==> src/design/smb_pkg.sv <==
// Shared types, codes and the PEC step for the SMBus master.
`default_nettype none
package smb_pkg;
  localparam logic [7:0] AckTimeoutReset = 8'd200;
  localparam logic [7:0] PecPoly = 8'h07;
  localparam int QueueDepth = 2;

  typedef enum logic [1:0] {
    KIND_TICK  = 2'd0,
    KIND_WRITE = 2'd1,
    KIND_READ  = 2'd2,
    KIND_DATA  = 2'd3
  } kind_t;

  typedef enum logic [3:0] {
    PH_IDLE, PH_START1, PH_START2, PH_TXH, PH_TXL, PH_ACKA, PH_ACKB, PH_POLL,
    PH_STOP1, PH_STOP2, PH_WAIT, PH_RXL, PH_RXH, PH_RAKA, PH_RAKB
  } phase_t;

  typedef enum logic [2:0] {
    SG_ADDR_W, SG_REG, SG_DATA, SG_PEC, SG_ADDR_R, SG_RX_DATA, SG_RX_PEC
  } stage_t;

  typedef struct packed {
    logic [1:0] kind;
    logic [6:0] slave_addr;
    logic [7:0] reg_addr;
    logic [7:0] byte_count;
    logic [7:0] data_byte;
    logic       sda_in;
  } in_item_t;

  typedef struct packed {
    logic       scl;
    logic       sda_drive;
    logic       sda_level;
    logic [7:0] read_byte;
    logic       read_valid;
    logic       need_data;
    logic       busy_res;
    logic       last;
    logic       ok;
  } out_item_t;

  // Classified command passed from the front part to the sequencer.
  typedef struct packed {
    kind_t      kind;
    logic [6:0] slave_addr;
    logic [7:0] reg_addr;
    logic [7:0] byte_count;
    logic [7:0] data_byte;
    logic       sda_in;
  } cmd_t;

  function automatic logic [7:0] crc_step(input logic [7:0] crc, input logic [7:0] b);
    logic [7:0] c;
    c = crc ^ b;
    for (int k = 0; k < 8; k++) begin
      c = c[7] ? ((c << 1) ^ PecPoly) : (c << 1);
    end
    return c;
  endfunction
endpackage
`default_nettype wire

==> src/design/smb_front.sv <==
// Front part: takes input items into a short command queue.
`default_nettype none
module smb_front import smb_pkg::*; (
  input  wire logic     clk,
  input  wire logic     rst,
  input  wire in_item_t in_item,
  input  wire logic     in_valid,
  output logic          in_ready,
  output cmd_t          cmd,
  output logic          cmd_valid,
  input  wire logic     cmd_ready
);
  cmd_t q [QueueDepth];
  logic       wr_ptr, rd_ptr;
  logic [1:0] count;
  logic       push, pop;

  assign in_ready  = (count != 2'(QueueDepth));
  assign cmd_valid = (count != 2'd0);
  assign cmd       = q[rd_ptr];
  assign push      = in_valid && in_ready;
  assign pop       = cmd_valid && cmd_ready;

  always_ff @(posedge clk) begin
    if (rst) begin
      wr_ptr <= 1'b0;
      rd_ptr <= 1'b0;
      count  <= 2'd0;
    end else begin
      if (push) wr_ptr <= ~wr_ptr;
      if (pop) rd_ptr <= ~rd_ptr;
      count <= count + 2'(push) - 2'(pop);
    end
  end

  always_ff @(posedge clk) begin
    if (push) begin
      q[wr_ptr] <= '{kind: kind_t'(in_item.kind), slave_addr: in_item.slave_addr,
                     reg_addr: in_item.reg_addr, byte_count: in_item.byte_count,
                     data_byte: in_item.data_byte, sda_in: in_item.sda_in};
    end
  end
endmodule
`default_nettype wire

==> src/design/smb_back.sv <==
// Back part: bit-level SMBus sequencer with PEC and a registered result.
`default_nettype none
module smb_back import smb_pkg::*; (
  input  wire logic       clk,
  input  wire logic       rst,
  input  wire logic [7:0] ack_timeout,
  input  wire cmd_t       cmd,
  input  wire logic       cmd_valid,
  output logic            cmd_ready,
  output out_item_t       out_item,
  output logic            out_valid,
  input  wire logic       out_ready
);
  phase_t     phase, phase_next;
  stage_t     stage, stage_next;
  logic [3:0] bit_index, bit_index_next;
  logic [7:0] shifter, shifter_next, pec, pec_next, bytes_left, bytes_left_next;
  logic [7:0] ack_wait, ack_wait_next, held_register, held_register_next;
  logic [6:0] held_slave, held_slave_next;
  logic       is_read, is_read_next, stop_ok, stop_ok_next;
  logic [2:0] line_levels, line_levels_next, slot;
  logic       bit_tx, take;
  logic [8:0] wait_inc;
  out_item_t  res;

  assign cmd_ready = !out_valid || out_ready;
  assign take      = cmd_valid && cmd_ready;
  assign bit_tx    = shifter[3'd7 - bit_index[2:0]];
  assign wait_inc  = {1'b0, ack_wait} + 9'd1;

  always_comb begin
    phase_next = phase; stage_next = stage; bit_index_next = bit_index;
    shifter_next = shifter; pec_next = pec; bytes_left_next = bytes_left;
    ack_wait_next = ack_wait; held_register_next = held_register;
    held_slave_next = held_slave; is_read_next = is_read; stop_ok_next = stop_ok;
    line_levels_next = line_levels;
    slot = line_levels;
    res = '0;
    unique case (cmd.kind)
      KIND_WRITE, KIND_READ: begin
        if (phase == PH_IDLE) begin
          held_slave_next = cmd.slave_addr;
          held_register_next = cmd.reg_addr;
          bytes_left_next = cmd.byte_count;
          is_read_next = (cmd.kind == KIND_READ);
          ack_wait_next = '0;
          stop_ok_next = 1'b0;
          shifter_next = {cmd.slave_addr, 1'b0};
          pec_next = (cmd.kind == KIND_READ) ? 8'd0 : crc_step(8'd0, {cmd.slave_addr, 1'b0});
          stage_next = SG_ADDR_W;
          bit_index_next = '0;
          phase_next = PH_START1;
        end
      end
      KIND_DATA: begin
        if (phase == PH_WAIT) begin
          pec_next = crc_step(pec, cmd.data_byte);
          bytes_left_next = bytes_left - 8'd1;
          shifter_next = cmd.data_byte;
          stage_next = SG_DATA;
          bit_index_next = '0;
          phase_next = PH_TXH;
        end
      end
      default: begin
        unique case (phase)
          PH_START1: begin slot = 3'b111; phase_next = PH_START2; end
          PH_START2: begin slot = 3'b011; bit_index_next = '0; phase_next = PH_TXH; end
          PH_TXH: begin slot = {bit_tx, 2'b11}; phase_next = PH_TXL; end
          PH_TXL: begin
            slot = {bit_tx, 2'b10};
            bit_index_next = bit_index + 4'd1;
            phase_next = (bit_index == 4'd7) ? PH_ACKA : PH_TXH;
          end
          PH_ACKA: begin slot = 3'b100; phase_next = PH_ACKB; end
          PH_ACKB: begin
            slot = 3'b101;
            ack_wait_next = '0;
            if (ack_timeout == 8'd0) begin
              stop_ok_next = 1'b0; phase_next = PH_STOP1;
            end else begin
              phase_next = PH_POLL;
            end
          end
          PH_POLL: begin
            slot = 3'b101;
            if (!cmd.sda_in) begin
              unique case (stage)
                SG_ADDR_W: begin
                  if (!is_read) pec_next = crc_step(pec, held_register);
                  shifter_next = held_register;
                  stage_next = SG_REG;
                  bit_index_next = '0;
                  phase_next = PH_TXH;
                end
                SG_REG, SG_DATA: begin
                  if (is_read && stage == SG_REG) begin
                    shifter_next = {held_slave, 1'b1};
                    stage_next = SG_ADDR_R;
                    phase_next = PH_START1;
                  end else if (bytes_left != 8'd0) begin
                    phase_next = PH_WAIT;
                  end else begin
                    shifter_next = pec;
                    stage_next = SG_PEC;
                    bit_index_next = '0;
                    phase_next = PH_TXH;
                  end
                end
                SG_PEC: begin stop_ok_next = 1'b1; phase_next = PH_STOP1; end
                default: begin
                  stage_next = (bytes_left != 8'd0) ? SG_RX_DATA : SG_RX_PEC;
                  shifter_next = '0;
                  bit_index_next = '0;
                  phase_next = PH_RXL;
                end
              endcase
            end else if (wait_inc >= {1'b0, ack_timeout}) begin
              stop_ok_next = 1'b0; phase_next = PH_STOP1;
            end else begin
              ack_wait_next = wait_inc[7:0];
            end
          end
          PH_STOP1: begin slot = 3'b010; phase_next = PH_STOP2; end
          PH_STOP2: begin
            slot = 3'b111;
            res.last = 1'b1;
            res.ok = stop_ok;
            phase_next = PH_IDLE;
          end
          PH_RXL: begin slot = 3'b100; phase_next = PH_RXH; end
          PH_RXH: begin
            slot = 3'b101;
            shifter_next = {shifter[6:0], cmd.sda_in};
            bit_index_next = bit_index + 4'd1;
            if (bit_index == 4'd7) begin
              if (stage == SG_RX_DATA) begin
                res.read_byte = {shifter[6:0], cmd.sda_in};
                res.read_valid = 1'b1;
              end
              phase_next = PH_RAKA;
            end else begin
              phase_next = PH_RXL;
            end
          end
          PH_RAKA: begin slot = 3'b110; phase_next = PH_RAKB; end
          PH_RAKB: begin
            slot = 3'b111;
            if (stage == SG_RX_DATA) begin
              bytes_left_next = bytes_left - 8'd1;
              if (bytes_left == 8'd1) stage_next = SG_RX_PEC;
              shifter_next = '0;
              bit_index_next = '0;
              phase_next = PH_RXL;
            end else begin
              stop_ok_next = 1'b1; phase_next = PH_STOP1;
            end
          end
          default: ;
        endcase
        line_levels_next = slot;
        if (phase_next == PH_WAIT || (phase_next == PH_RXL && slot[0]) ||
            (res.last && !res.ok)) begin
          line_levels_next = {slot[2:1], 1'b0};
        end
      end
    endcase
    res.scl = slot[0];
    res.sda_drive = slot[1];
    res.sda_level = slot[2];
    res.need_data = (phase_next == PH_WAIT);
    res.busy_res = (phase_next != PH_IDLE);
  end

  always_ff @(posedge clk) begin
    if (rst) begin
      phase <= PH_IDLE; stage <= SG_ADDR_W; bit_index <= '0; shifter <= '0;
      pec <= '0; bytes_left <= '0; ack_wait <= '0; held_slave <= '0;
      held_register <= '0; is_read <= 1'b0; stop_ok <= 1'b0;
      line_levels <= 3'b010; out_valid <= 1'b0;
    end else begin
      if (take) begin
        phase <= phase_next; stage <= stage_next; bit_index <= bit_index_next;
        shifter <= shifter_next; pec <= pec_next; bytes_left <= bytes_left_next;
        ack_wait <= ack_wait_next; held_slave <= held_slave_next;
        held_register <= held_register_next; is_read <= is_read_next;
        stop_ok <= stop_ok_next; line_levels <= line_levels_next;
      end
      if (cmd_ready) out_valid <= cmd_valid;
    end
  end

  always_ff @(posedge clk) begin
    if (take) out_item <= res;
  end
endmodule
`default_nettype wire

==> src/design/smbus_master_with_pec.sv <==
// Top level of the SMBus master with PEC.
// Each input item is one tick slot or one command, and every item returns exactly one result
// item. An item passes through a two-entry command queue and the sequencer's output register,
// and one item can be accepted every cycle while out_ready is high. The input stalls only when
// out_ready stays low long enough for three items to wait inside the block. The ack_timeout
// register is to be written through cfg_we and cfg_data only while no item is in flight;
// the block itself does not enforce this.
`default_nettype none
module smbus_master_with_pec import smb_pkg::*; (
  input  wire logic       clk,
  input  wire logic       rst,
  input  wire logic       cfg_we,
  input  wire logic [7:0] cfg_data,
  input  wire in_item_t   in_item,
  input  wire logic       in_valid,
  output logic            in_ready,
  output out_item_t       out_item,
  output logic            out_valid,
  input  wire logic       out_ready
);
  logic [7:0] ack_timeout;
  cmd_t       cmd;
  logic       cmd_valid, cmd_ready;

  always_ff @(posedge clk) begin
    if (rst) begin
      ack_timeout <= AckTimeoutReset;
    end else if (cfg_we) begin
      ack_timeout <= cfg_data;
    end
  end

  smb_front u_front (
    .clk, .rst, .in_item, .in_valid, .in_ready, .cmd, .cmd_valid, .cmd_ready
  );

  smb_back u_back (
    .clk, .rst, .ack_timeout, .cmd, .cmd_valid, .cmd_ready, .out_item, .out_valid,
    .out_ready
  );
endmodule
`default_nettype wire

==> config.mk <==
export PLATFORM = sky130hd
export DESIGN_NAME = smbus_master_with_pec
export DESIGN_NICKNAME = d
export VERILOG_FILES = /design/src/design/smb_pkg.sv /design/src/design/smb_front.sv /design/src/design/smb_back.sv /design/src/design/smbus_master_with_pec.sv
export SDC_FILE = /design/constraint.sdc
export NUM_CORES = 1
export LEC_CHECK = 0
export ABC_AREA = 1
export BUFFER_PORTS_ARGS = -buffer_cell sky130_fd_sc_hd__buf_2
export CORE_ASPECT_RATIO = 0.5
export CORE_MARGIN = 1.5
export CORE_UTILIZATION = 59
export CTS_CLUSTER_DIAMETER = 30
export DETAILED_ROUTE_END_ITERATION = 6
export MAX_ROUTING_LAYER = met4
export PLACE_DENSITY = 0.77
export SLEW_MARGIN = 20
export SYNTH_ARGS = -nofsm -noshare
export SYNTH_HDL_FRONTEND = slang
export SYNTH_SLANG_ARGS = --single-unit
==> constraint.sdc <==
create_clock -name clk -period 7.9 [get_ports clk]
set_clock_uncertainty 0.05 [all_clocks]
set_input_delay 0.395 -clock clk [delete_from_list [all_inputs] [get_ports clk]]
set_output_delay 0.395 -clock clk [all_outputs]
set_load 0.03 [all_outputs]
==> out/metrics.yaml <==
die_w_um: 173
grt_pass1_wl_um: 34200
cp.required_ns: 8.16
critPathMostFrequentCell: "o21ai_0"
grt_max_degree: 44
hold_class: "input port to flop"
slowest_delay_ns: 0.75
cts_buffer_depth: 2
crit_buf_inv: 3
placementRows: 30
cts_root_buf: "clkbuf_16"
min_period_ns: 3.74
yosys.area_share.simple_pct: 21.5
core-area_mm2: 0.0139
numCtsBuffers: 17
synth_area_mm2: 0.00854
holdPathStages: 1
finalSetupViolCount: 0
worst_pin_slew_ns: 1.01
crit_path_top_delay_cell: "clkinv_1"
clock_sinks: 161
yosys_warnings: 0
post_cts_resized: 0
crit_family: "buffers and inverters"
wl_um: 21700
maxSlewViolCount: 0
min_to: "u_front.q[0][27]"
ys.flop_type: "edfxtp_1"
pin_count: 65
tns_ns: 0
dieArea_mm2: 0.0153
hold_viol: 0
grt_setup_unrepaired: "false"
postCtsSetupBuffers: 0
cts_max_level: 4
io_buffer_count: 64
drive_above_1_share_pct: 13.6
synthCells: 1029
crit_arrival_ns: 4.00
nets: 1152
ant_nets: 0
clkLatencyLatePin_ns: 0.44
diodes: 0
cp_max_fo: 36
ys_types: 56
synth_xor_area_share_pct: 5.11
vias_per_cell: 5.61
synth_seq_cells: 161
synth_edf_count: 84
final_util_pct: 69.2
worst-r2r-cell-count: 11
drc: 0
whs_ns: 0.0851
status: "complete, no violations"
gp_congestion: 1.03
cap_violations: 0
start_util_pct: 61.7
cp-start-kind: "flop"
n_fill_cell: 1141
drt_first_pass_iters: 5
cts_hold_repair.buffers: 0
p_per_area_mw_per_mm2: 469
synth-seq-area-share_pct: 47.6
ir_drop_uv: 185
mostFrequentLayoutCells: "206 x nand2_1, 118 x inv_1, 97 x o21ai_0"
die_y_um: 88.1
syn_avg_cell_area_um2: 8.30
post-route-period-util_pct: 47.3
tritoncts: "yes"
p_leak_nw: 4.00
design_area_mm2: 0.00958
reg2reg_slack_ns: 4.16
worstHoldStart: "in_item[27]"
synth_nets: 1096
track_usage_pct: 30.4
fmax_mhz: 268
vias: 7243
worstSetupPathType: "flop to flop"
first_global_vias: 6456
antenna_found_initial: 0
synth_async_sr_flop_share_pct: 0
drt_iter0_markers: 659
post_dp_cell_area_mm2: 0.00897
max_slew_margin_pct: 32.3
synth_mux_area_share_pct: 0.161
crit_cells: 11
crit_path_end_kind: "flop"
place_hpwl_um: 15500
yosys.area_share.adder_pct: 2.93
path_clk_slew_ns: 0.08
synth_compound_area_share_pct: 14.8
reg2reg_to: "u_back.stage[1]"
synth_top_family_by_area: "simple AND/OR/NAND/NOR gates"
overflow: 0
cp_cell_sequence: "buf_4, inv_4, or2_2, o21ai_0, ha_1, clkinv_1, nor3_1, a31o_1, nor3_4, o21ai_0, a21oi_1"
syn2layout_area_growth_pct: 12.1
avgRoutedWirePerCell_um: 16.8
mostFrequentLayoutCell: "nand2_1"
-- worst reg2reg max path, stage by stage (launching register included) --
cell and delay (ns):
dfxtp_1 0.32, buf_4 0.34, inv_4 0.21, or2_2 0.32
o21ai_0 0.21, ha_1 0.61, clkinv_1 0.76, nor3_1 0.36
a31o_1 0.17, nor3_4 0.06, o21ai_0 0.14, a21oi_1 0.06
-- synth_stat cells, types with 2 or more instances --
| master | instances | area (µm²) |
|---|---|---|
| o21ai_1 | 3 | 15.0 |
| buf_2 | 4 | 20.0 |
| nand3b_1 | 5 | 37.5 |
| xor2_1 | 30 | 263 |
| edfxtp_1 | 84 | 2520 |
| nand3_1 | 50 | 250 |
| inv_1 | 118 | 443 |
| a211oi_1 | 14 | 105 |
| nor2_2 | 3 | 18.8 |
| buf_6 | 7 | 78.8 |
| buf_4 | 2 | 15.0 |
| nand4_1 | 5 | 31.3 |
| clkinv_1 | 2 | 7.51 |
| or2_2 | 7 | 43.8 |
| ha_1 | 20 | 250 |
| o221ai_1 | 5 | 43.8 |
| nand2_1 | 206 | 773 |
| inv_2 | 7 | 26.3 |
| nand2_2 | 5 | 31.3 |
| a21oi_1 | 80 | 400 |
| nor3_1 | 19 | 95.1 |
| o21ai_0 | 97 | 485 |
| dfxtp_1 | 77 | 1540 |
| nor2_4 | 5 | 56.3 |
| xnor2_1 | 18 | 158 |
| o21ai_2 | 3 | 26.3 |
| clkbuf_1 | 19 | 71.3 |
| nand2_4 | 3 | 33.8 |
| nor2_1 | 94 | 353 |
| a31oi_1 | 11 | 68.8 |
-- state kept, by name, indices dropped and copies added (netlist names), 4 cells and up, named ones only --
register / count
ack_timeout: 8
u_back.ack_wait: 8
u_back.bit_index: 4
u_back.bytes_left: 8
u_back.held_register: 8
u_back.held_slave: 7
u_back.out_item: 16
u_back.pec: 8
u_back.phase: 4
u_back.shifter: 8
u_front.q: 68
-- where the power goes --
group / leakage (nW) / internal (mW) / total, mW / switching (mW)
sequential: 1.42 / 1.14 / 1.32 / 0.180
clock: 0.292 / 0.434 / 0.833 / 0.399
combinational: 2.29 / 0.757 / 2.34 / 1.59
-- cell families (layout without fill, tap and decap cells) --
family,count (synthesis),in the layout
mux,1,1
xor+xnor,49,49
fa+ha+maj,20,20
simple gates,412,412
compound gates,226,226
buf+inv,160,229
flops,161,161
-- stage by stage --
stage                     total power [mW]  worst slack, ns  instances
final                                 4.49             4.16       1290
after CTS                             4.44             3.96       1290
after floorplan                       3.08             5.02       1029
after global routing                  4.82             3.77       1290
after global placement                3.56             4.19       1258
after detailed placement              3.60             3.96       1258
-- area by class of cell --
cell class	instances	area, µm²	area share [%]
Multi-Input combinational cell	708	3830	40.0
Clock inverter	14	164	1.71
Tap cell	192	240	2.51
Clock buffer	18	439	4.59
Timing Repair Buffer	69	358	3.74
Inverter	128	483	5.04
Sequential cell	161	4060	42.4
-- routing by layer --
layer  GRT usage (%)  part of all wire [%]  wire [µm]
met1            42.8                    48      10400
met2            45.0                    42       9070
met3            6.81                   9.1       1970
met4            6.80                  0.98        212
met5               -                     0          0
-- how the worst max path moves through the flow --
stage	start	end	slack [ns]
2_1_floorplan	flop	u_back.out_item[2]	5.02
3_3_place_gp	flop	u_back.held_slave[2]	4.19
3_5_place_dp	flop	u_back.held_slave[5]	3.96
4_1_cts	flop	u_back.held_slave[5]	3.96
5_1_grt	flop	u_back.stage[0]	3.77
6_report	flop	u_back.stage[1]	4.16
Note: power is estimated with default switching activity, not from simulation.
